### src/rtl/core/rae_pkg.sv
// Shared types and constants for the R-type execute block
package rae_pkg;

    localparam int DATA_W        = 32;
    localparam int IDX_FIELD_W   = 5;
    localparam int ACT_W         = 4;
    localparam int STATUS_W      = 2;
    localparam int REG_COUNT_DEF = 32;

    // Action codes
    localparam logic [ACT_W-1:0] ACT_NOR  = 4'd0;
    localparam logic [ACT_W-1:0] ACT_OR   = 4'd1;
    localparam logic [ACT_W-1:0] ACT_XOR  = 4'd2;
    localparam logic [ACT_W-1:0] ACT_AND  = 4'd3;
    localparam logic [ACT_W-1:0] ACT_NAND = 4'd4;
    localparam logic [ACT_W-1:0] ACT_SLT  = 4'd5;
    localparam logic [ACT_W-1:0] ACT_JR   = 4'd6;
    localparam logic [ACT_W-1:0] ACT_SLL  = 4'd7;
    localparam logic [ACT_W-1:0] ACT_SRL  = 4'd8;
    localparam logic [ACT_W-1:0] ACT_SRA  = 4'd9;
    localparam logic [ACT_W-1:0] ACT_ADD  = 4'd10;
    localparam logic [ACT_W-1:0] ACT_SUB  = 4'd11;
    localparam logic [ACT_W-1:0] ACT_LOAD = 4'd12;

    // Status codes
    localparam logic [STATUS_W-1:0] STAT_NORMAL    = 2'd0;
    localparam logic [STATUS_W-1:0] STAT_OVERFLOW  = 2'd1;
    localparam logic [STATUS_W-1:0] STAT_SKIP_ZERO = 2'd2;

    // Subtrahend that always flags overflow on sub
    localparam logic [DATA_W-1:0] SUB_OVF_VALUE = 32'h8000_0000;

    // Register file write request
    typedef struct packed {
        logic                   en;
        logic [IDX_FIELD_W-1:0] addr;
        logic [DATA_W-1:0]      data;
    } rf_wr_t;

    // Execute result
    typedef struct packed {
        logic [DATA_W-1:0]   result;
        logic                wrote;
        logic [STATUS_W-1:0] status;
        logic                overflow;
        logic [DATA_W-1:0]   next_pc;
    } alu_out_t;

endpackage

### src/rtl/core/rae_regfile.sv
// Register file: one write port, two registered read ports, valid bits for reset,
// bypass of a write landing in the same cycle as the read
module rae_regfile #(
    parameter int REG_COUNT = rae_pkg::REG_COUNT_DEF
) (
    input  logic                             clk,
    input  logic                             rst_n,
    input  logic                             rd_en,
    input  logic [rae_pkg::IDX_FIELD_W-1:0]  rd_addr_a,
    input  logic [rae_pkg::IDX_FIELD_W-1:0]  rd_addr_b,
    input  rae_pkg::rf_wr_t                  wr,
    output logic [rae_pkg::DATA_W-1:0]       op_a,
    output logic [rae_pkg::DATA_W-1:0]       op_b
);

    localparam int IDX_W = (REG_COUNT > 1) ? $clog2(REG_COUNT) : 1;

    logic [rae_pkg::DATA_W-1:0] mem [REG_COUNT];
    logic [REG_COUNT-1:0]       vld_reg;

    logic [rae_pkg::DATA_W-1:0] mem_a_reg;
    logic [rae_pkg::DATA_W-1:0] mem_b_reg;
    logic                       live_a_reg;
    logic                       live_b_reg;
    logic                       fwd_a_reg;
    logic                       fwd_b_reg;
    logic [rae_pkg::DATA_W-1:0] fwd_data_reg;

    logic [IDX_W-1:0] idx_a;
    logic [IDX_W-1:0] idx_b;
    logic [IDX_W-1:0] idx_w;
    logic             rng_a;
    logic             rng_b;

    assign idx_a = IDX_W'(rd_addr_a);
    assign idx_b = IDX_W'(rd_addr_b);
    assign idx_w = IDX_W'(wr.addr);
    assign rng_a = 32'(rd_addr_a) < 32'(REG_COUNT);
    assign rng_b = 32'(rd_addr_b) < 32'(REG_COUNT);

    // Storage write
    always_ff @(posedge clk)
    begin
        if (wr.en)
        begin
            mem[idx_w] <= wr.data;
        end
    end

    // Entry valid bits, cleared at reset
    always_ff @(posedge clk or negedge rst_n)
    begin
        if (!rst_n)
        begin
            vld_reg <= '0;
        end
        else if (wr.en)
        begin
            vld_reg[idx_w] <= 1'b1;
        end
    end

    // Registered reads plus same-cycle write capture
    always_ff @(posedge clk)
    begin
        if (rd_en)
        begin
            mem_a_reg    <= mem[idx_a];
            mem_b_reg    <= mem[idx_b];
            live_a_reg   <= rng_a && vld_reg[idx_a];
            live_b_reg   <= rng_b && vld_reg[idx_b];
            fwd_a_reg    <= wr.en && (wr.addr == rd_addr_a);
            fwd_b_reg    <= wr.en && (wr.addr == rd_addr_b);
            fwd_data_reg <= wr.data;
        end
    end

    // Operand select: bypass, stored value, or zero
    assign op_a = fwd_a_reg  ? fwd_data_reg :
                  live_a_reg ? mem_a_reg    : '0;
    assign op_b = fwd_b_reg  ? fwd_data_reg :
                  live_b_reg ? mem_b_reg    : '0;

endmodule

### src/rtl/core/rae_alu.sv
// Operation decode, ALU and write/status decision
module rae_alu #(
    parameter int REG_COUNT = rae_pkg::REG_COUNT_DEF
) (
    input  logic [rae_pkg::ACT_W-1:0]       action,
    input  logic [rae_pkg::IDX_FIELD_W-1:0] dest,
    input  logic [rae_pkg::IDX_FIELD_W-1:0] shift_amount,
    input  logic [rae_pkg::DATA_W-1:0]      load_value,
    input  logic [rae_pkg::DATA_W-1:0]      op_a,
    input  logic [rae_pkg::DATA_W-1:0]      op_b,
    input  logic [rae_pkg::DATA_W-1:0]      pc,
    output rae_pkg::alu_out_t               res
);

    localparam int MSB = rae_pkg::DATA_W - 1;

    logic [rae_pkg::DATA_W-1:0] sum;
    logic [rae_pkg::DATA_W-1:0] diff;
    logic [rae_pkg::DATA_W-1:0] neg_b;
    logic                       add_ovf;
    logic                       sub_ovf;
    logic [rae_pkg::DATA_W-1:0] val;
    logic                       writes;
    logic                       ovf;
    logic [rae_pkg::DATA_W-1:0] pc_new;
    logic                       dest_zero;
    logic                       dest_rng;

    // Adder, subtractor and their overflow rules
    assign sum     = op_a + op_b;
    assign diff    = op_a - op_b;
    assign neg_b   = '0 - op_b;
    assign add_ovf = (op_a[MSB] == op_b[MSB]) && (sum[MSB] != op_a[MSB]);
    assign sub_ovf = (op_b == rae_pkg::SUB_OVF_VALUE) ||
                     ((op_a[MSB] == neg_b[MSB]) && (diff[MSB] != op_a[MSB]));

    // Operation decode
    always_comb
    begin
        val    = '0;
        writes = 1'b1;
        ovf    = 1'b0;
        pc_new = pc;
        unique case (action)
            rae_pkg::ACT_NOR:  val = ~(op_a | op_b);
            rae_pkg::ACT_OR:   val = op_a | op_b;
            rae_pkg::ACT_XOR:  val = op_a ^ op_b;
            rae_pkg::ACT_AND:  val = op_a & op_b;
            rae_pkg::ACT_NAND: val = ~(op_a & op_b);
            rae_pkg::ACT_SLT:  val = rae_pkg::DATA_W'($signed(op_a) < $signed(op_b));
            rae_pkg::ACT_JR:
            begin
                writes = 1'b0;
                pc_new = op_a;
            end
            rae_pkg::ACT_SLL:  val = op_b << shift_amount;
            rae_pkg::ACT_SRL:  val = op_b >> shift_amount;
            rae_pkg::ACT_SRA:  val = $unsigned($signed(op_b) >>> shift_amount);
            rae_pkg::ACT_ADD:
            begin
                val = sum;
                ovf = add_ovf;
            end
            rae_pkg::ACT_SUB:
            begin
                val = diff;
                ovf = sub_ovf;
            end
            rae_pkg::ACT_LOAD: val = load_value;
            default:           writes = 1'b0;
        endcase
    end

    // Destination checks and status
    assign dest_zero = (dest == '0);
    assign dest_rng  = 32'(dest) < 32'(REG_COUNT);

    always_comb
    begin
        res.result   = val;
        res.overflow = ovf;
        res.next_pc  = pc_new;
        res.wrote    = writes && !dest_zero && dest_rng;
        if (writes && dest_zero)
        begin
            res.status = rae_pkg::STAT_SKIP_ZERO;
        end
        else if (writes && ovf)
        begin
            res.status = rae_pkg::STAT_OVERFLOW;
        end
        else
        begin
            res.status = rae_pkg::STAT_NORMAL;
        end
    end

endmodule

### src/rtl/core/rtype_alu_execute.sv
// Stages: read stage, then execute stage, whose result is held in the output register.
// Throughput: one request per cycle while results drain; the register file read port sets the read stage.
// A result waiting in the output register lets the read stage fill, but then holds the next request.
// Reset: pipeline empty, program counter zero, all registers read as zero at once
// (per-entry valid bits), so no clearing pass is needed.
module rtype_alu_execute #(
    parameter int REG_COUNT = rae_pkg::REG_COUNT_DEF
) (
    input  logic        clk,
    input  logic        rst_n,
    input  logic        s_axis_tvalid,
    output logic        s_axis_tready,
    // action[3:0], src_a[8:4], src_b[13:9], dest[18:14], shift_amount[23:19],
    // load_value[55:24]
    input  logic [55:0] s_axis_tdata,
    output logic        m_axis_tvalid,
    input  logic        m_axis_tready,
    // result[31:0], dest_out[36:32], wrote[37], status[39:38], overflow[40],
    // next_pc[72:41], zero[79:73]
    output logic [79:0] m_axis_tdata
);

    logic in_acc;
    logic a_adv;

    logic                            a_vld_reg;
    logic                            a_vld_next;
    logic [rae_pkg::ACT_W-1:0]       a_action_reg;
    logic [rae_pkg::IDX_FIELD_W-1:0] a_dest_reg;
    logic [rae_pkg::IDX_FIELD_W-1:0] a_shamt_reg;
    logic [rae_pkg::DATA_W-1:0]      a_load_reg;

    logic                            out_vld_reg;
    logic                            out_vld_next;
    rae_pkg::alu_out_t               out_res_reg;
    logic [rae_pkg::IDX_FIELD_W-1:0] out_dest_reg;

    logic [rae_pkg::DATA_W-1:0] pc_reg;
    logic [rae_pkg::DATA_W-1:0] pc_next;

    logic [rae_pkg::DATA_W-1:0] op_a;
    logic [rae_pkg::DATA_W-1:0] op_b;
    rae_pkg::alu_out_t          alu_res;
    rae_pkg::rf_wr_t            rf_wr;

    // Handshake and stage advance
    assign a_adv         = a_vld_reg && (!out_vld_reg || m_axis_tready);
    assign s_axis_tready = !a_vld_reg || a_adv;
    assign in_acc        = s_axis_tvalid && s_axis_tready;

    assign a_vld_next   = in_acc ? 1'b1 : (a_adv ? 1'b0 : a_vld_reg);
    assign out_vld_next = a_adv ? 1'b1 : (m_axis_tready ? 1'b0 : out_vld_reg);
    assign pc_next      = a_adv ? alu_res.next_pc : pc_reg;

    // Control state
    always_ff @(posedge clk or negedge rst_n)
    begin
        if (!rst_n)
        begin
            a_vld_reg   <= 1'b0;
            out_vld_reg <= 1'b0;
            pc_reg      <= '0;
        end
        else
        begin
            a_vld_reg   <= a_vld_next;
            out_vld_reg <= out_vld_next;
            pc_reg      <= pc_next;
        end
    end

    // Read stage payload
    always_ff @(posedge clk)
    begin
        if (in_acc)
        begin
            a_action_reg <= s_axis_tdata[3:0];
            a_dest_reg   <= s_axis_tdata[18:14];
            a_shamt_reg  <= s_axis_tdata[23:19];
            a_load_reg   <= s_axis_tdata[55:24];
        end
    end

    // Register file write from the execute stage
    assign rf_wr.en   = a_adv && alu_res.wrote;
    assign rf_wr.addr = a_dest_reg;
    assign rf_wr.data = alu_res.result;

    rae_regfile #(
        .REG_COUNT (REG_COUNT)
    ) u_regfile (
        .clk       (clk),
        .rst_n     (rst_n),
        .rd_en     (in_acc),
        .rd_addr_a (s_axis_tdata[8:4]),
        .rd_addr_b (s_axis_tdata[13:9]),
        .wr        (rf_wr),
        .op_a      (op_a),
        .op_b      (op_b)
    );

    rae_alu #(
        .REG_COUNT (REG_COUNT)
    ) u_alu (
        .action       (a_action_reg),
        .dest         (a_dest_reg),
        .shift_amount (a_shamt_reg),
        .load_value   (a_load_reg),
        .op_a         (op_a),
        .op_b         (op_b),
        .pc           (pc_reg),
        .res          (alu_res)
    );

    // Output register
    always_ff @(posedge clk)
    begin
        if (a_adv)
        begin
            out_res_reg  <= alu_res;
            out_dest_reg <= a_dest_reg;
        end
    end

    assign m_axis_tvalid = out_vld_reg;
    assign m_axis_tdata  = {7'd0,
                            out_res_reg.next_pc,
                            out_res_reg.overflow,
                            out_res_reg.status,
                            out_res_reg.wrote,
                            out_dest_reg,
                            out_res_reg.result};

    // A write never reports a skipped write to register zero
    assert property (@(posedge clk) disable iff (!rst_n)
        (out_vld_reg && out_res_reg.wrote) |-> (out_res_reg.status != rae_pkg::STAT_SKIP_ZERO))
        else $error("write reported together with skipped register zero");

    // Skipped write status only for register zero
    assert property (@(posedge clk) disable iff (!rst_n)
        (out_vld_reg && (out_res_reg.status == rae_pkg::STAT_SKIP_ZERO)) |-> (out_dest_reg == '0))
        else $error("skip status on nonzero destination");

    // Program counter moves only when a jump register leaves the execute stage
    assert property (@(posedge clk) disable iff (!rst_n)
        (pc_reg != $past(pc_reg)) |-> $past(a_adv && (a_action_reg == rae_pkg::ACT_JR)))
        else $error("program counter changed without jump register");

    // Register file written only when a result is produced
    assert property (@(posedge clk) disable iff (!rst_n)
        rf_wr.en |=> out_vld_reg)
        else $error("register write without a result");

endmodule

### config.mk
export PLATFORM = sky130hd
export DESIGN_NAME = rtype_alu_execute
export DESIGN_NICKNAME = d
export VERILOG_FILES = /design/src/rtl/core/rae_pkg.sv /design/src/rtl/core/rae_regfile.sv /design/src/rtl/core/rae_alu.sv /design/src/rtl/core/rtype_alu_execute.sv
export SDC_FILE = /design/constraint.sdc
export NUM_CORES = 2
export LEC_CHECK = 0
export BUFFER_PORTS_ARGS = -buffer_cell sky130_fd_sc_hd__buf_4
export CAP_MARGIN = 40
export CORE_MARGIN = 4
export CORE_UTILIZATION = 50
export CTS_BUF_LIST = sky130_fd_sc_hd__clkbuf_8
export DETAILED_ROUTE_END_ITERATION = 8
export GPL_ROUTABILITY_DRIVEN = 0
export HOLD_SLACK_MARGIN = 0.05
export PLACE_DENSITY_LB_ADDON = 0.05
export SLEW_MARGIN = 0
export SYNTH_ARGS = -nofsm -noshare
export SYNTH_HDL_FRONTEND = slang
export SYNTH_SLANG_ARGS = --single-unit
### constraint.sdc
create_clock -name clk -period 5.95 [get_ports clk]
set_input_delay 0.595 -clock clk [delete_from_list [all_inputs] [get_ports clk]]
set_output_delay 0.595 -clock clk [all_outputs]
set_load 0.005 [all_outputs]
==> flow_summary_export.csv <==
group,metric,value,unit
pwr,pwr-share-clk,31.8,%
critical_path,ff2ff_path_depth,15,
critical_path,endpoint_kind,"register",
pwr,p_sw,0.00723,W
cts,cts_inserted_buffers,214,
critical_path,worstPathMaxFanout,34,
cts,cts_resized,0,
critical_path,r2r_slack,600,ps
global_route,grt_pass1_wl,321,mm
global_route,grt_util_all_layers,32.2,%
die,dieHeight,375,um
sta,finalSetupTns,0,ps
cts,cts_max_level,4,
cts,clock_latency,970,ps
die,dieArea,141000,sq um
critical_path,crit_arrival,6010,ps
placed_design,dp_hpwl,146,mm
drt,wire_per_inst,36.1,um
critical_path,crit_required,6620,ps
cells_and_area,layout-drive-gt1-share,34.7,%
sta,worst_pin_slew,1040,ps
pwr,power.share.sequential,47.7,%
drt,firstDrtPassIters,9,
cells_and_area,area_growth,14.0,%
drt,viasPerCell,6.99,
critical_path,r2r_start,"u_regfile.fwd_a_reg$_DFFE_PP_",
die,row_count,134,
run_status,status,"completed",
logic_synthesis,yosysTopAreaCell,"edfxtp_1",
pwr,irDropWorstVdd,0.000243,V
die,placeableCoreArea,134000,sq um
logic_synthesis,syn_avg_cell_area,16.8,sq um
critical_path,max_stage_delay,650,ps
critical_path,start_kind,"register",
global_route,antenna_found_initial,12,
run,drv_cap,0,
sta,layout_setup_ws,602,ps
global_route,grt_pass1_vias,42900,
pwr,power_density,315,nW/um^2
placed_design,io_buffers,134,
cts,cts-root-buf,"clkbuf_8",
critical_path,path_class,"reg -> reg",
cells_and_area,nNetsFinal,4486,
sta,rsz0062_at_grt,"false",
logic_synthesis,synth-edff-count,1243,
logic_synthesis,synthArstFlopShare,5.04,%
cts,clock_path_buffers,3,
cts,clk_pin_slew,60,ps
drt,drc_errors,0,
logic_synthesis,synthTopCellsByArea,"edfxtp_1 (55%), mux4_2 (24%), dfrtp_1 (2.4%), ha_1 (2.0%), mux2_2 (1.9%)",
sta,finalSetupViolCount,0,
sta,skew,82.2,ps
global_route,grt_max_degree,87,
global_route,grt.overflow.total,0,
pwr,p_int,0.0170,W
pwr,p_leak,26.2,nW
critical_path,slowest_stage,"a211oi_1",
cells_and_area,largest_reg_flops,1024,
pwr,sw_frac_of_total,29.8,%
min_path,hold_path.class,"in -> async",
cells_and_area,regMostFlops,"u_regfile.mem",
critical_path,cp_top_family,"compound AO/OA/AOI/OAI gates",
drt,ant_nets,0,
logic_synthesis,yosysUniqueCellTypes,92,
sta,relSlewSlack,30.4,%
logic_synthesis,syn_inst,4004,
drt,drt_iter0_drc,6761,
drt,vias,43900,
sta,max_clock_freq,187,MHz
logic_synthesis,ys_top_cells_by_count,"edfxtp_1 (1243), mux4_2 (718), nor2_1 (232), clkbuf_1 (217), a21oi_1 (180)",
logic_synthesis,post-synth-top-count-cell,"edfxtp_1",
placed_design,dp_slack,779,ps
logic_synthesis,syn_area,67400,sq um
cts,cts_tree,"built",
die,die_w,375,um
drt,routed_wirelength,227,mm
cts,clkSinkCount,1309,
sta,drv_slew,0,
critical_path,crit_path_frequent_cell,"buf_4",
sta,hold_viol_final,0,
critical_path,critPathBufInv,3,
sta,post-route-period-util,89.9,%
critical_path,path_cells,"buf_4 -> a22oi_1 -> inv_1 -> ha_1 -> fa_1 -> a21o_1 -> a311o_1 -> and3b_1 -> a211oi_1 -> o31a_1 -> o21ai_0 -> o31ai_1 -> a21boi_0 -> a211o_1 -> buf_4",
die,num_io_pins,142,
logic_synthesis,ys_seq_area_share,57.8,%
logic_synthesis,synth-seq-cells,1309,
logic_synthesis,yosysWarnings,0,
die,initial_utilization,50.4,%
pwr,p_comb_share,20.5,%
critical_path,r2r_end,"u_regfile.fwd_data_reg[30]$_DFFE_PP_",
sta,period_minus_slack,5350,ps
logic_synthesis,synth_top_area_share,55.3,%
logic_synthesis,ys.flop_type,"edfxtp_1",
-- how the worst max path moves through the flow --
stage	start	endpoint	slack, ps	cells after the start
floorplan	u_regfile.live_b_reg$_DFFE_PP_	m_axis_tdata[24]$_DFFE_PP_	520	17
global placement	u_regfile.fwd_a_reg$_DFFE_PP_	m_axis_tdata[24]$_DFFE_PP_	540	14
detailed placement	u_regfile.fwd_a_reg$_DFFE_PP_	u_regfile.mem[7][30]$_DFFE_PP_	780	15
CTS	u_regfile.fwd_a_reg$_DFFE_PP_	u_regfile.fwd_data_reg[30]$_DFFE_PP_	770	15
global route	u_regfile.fwd_a_reg$_DFFE_PP_	u_regfile.fwd_data_reg[30]$_DFFE_PP_	370	15
finish	u_regfile.fwd_a_reg$_DFFE_PP_	u_regfile.fwd_data_reg[30]$_DFFE_PP_	600	15
-- layer usage --
| metal | global-route usage, % | wire length, um |
|---|---|---|
| met1 | 46.3 | 89400 |
| met2 | 49.3 | 105000 |
| met3 | 7.43 | 25000 |
| met4 | 10.1 | 7690 |
| met5 | 0 | 16 |
-- power groups by stage --
stage | sequential, W | clock, W | combinational, W
after floorplan | 0.0116 | 0 | 0.00289
after global placement | 0.0117 | 0 | 0.00475
after detailed placement | 0.0117 | 0 | 0.00485
after CTS | 0.0115 | 0.00787 | 0.00489
after global routing | 0.0116 | 0.00833 | 0.00523
final | 0.0116 | 0.00770 | 0.00498
-- cell families after synthesis --
group	synth area share [%]
compound gates	6.68
xor+xnor	0.649
fa+ha+maj	2.04
simple gates	3.97
other cells	0.00556
flops	57.8
buf+inv	2.56
mux	26.3
-- stage by stage --
stage / cells / utilization (%) / instance area [sq um] / hold WS (ps) / power (W)
finish: 6285 / 57.5 / 76900 / 158 / 0.0242
global route: 6281 / 57.4 / 76900 / 151 / 0.0251
floorplan: 4042 / - / 67600 / 299 / 0.0145
detailed placement: 5818 / 53.9 / 72100 / 398 / 0.0166
global placement: 5795 / 53.5 / 71600 / 382 / 0.0165
CTS: 6277 / 57.4 / 76800 / 99.5 / 0.0243
-- what timing repair did --
item                                   in CTS  in global routing
endpoints found under the hold margin     114                  0
setup buffers                               0                  0
hold buffers                               50                  0
-- layout by cell type (no fill, tap or decap), drive strengths merged, types with 48 or more instances in the layout --
| master | instances |
|---|---|
| edfxtp | 1243 |
| nor2 | 232 |
| inv | 186 |
| clkbuf | 227 |
| o21ai | 97 |
| nand2 | 129 |
| buf | 329 |
| a21oi | 180 |
| a22oi | 53 |
| o22ai | 48 |
| dfrtp | 66 |
| ha | 107 |
| mux4 | 718 |
| clkinv | 99 |
| dlygate4sd3 | 50 |
| mux2 | 111 |
-- final cells by class --
class,instances,area [sq um]
fill,10300,56900
sequential,1309,39000
multi-input combinational,2299,27300
timing repair buffer,379,3710
clock buffer,227,3120
tap,1768,2210
clock inverter,182,1120
inverter,114,435
antenna,7,17.5
Note: power is estimated with default switching activity, not from simulation.
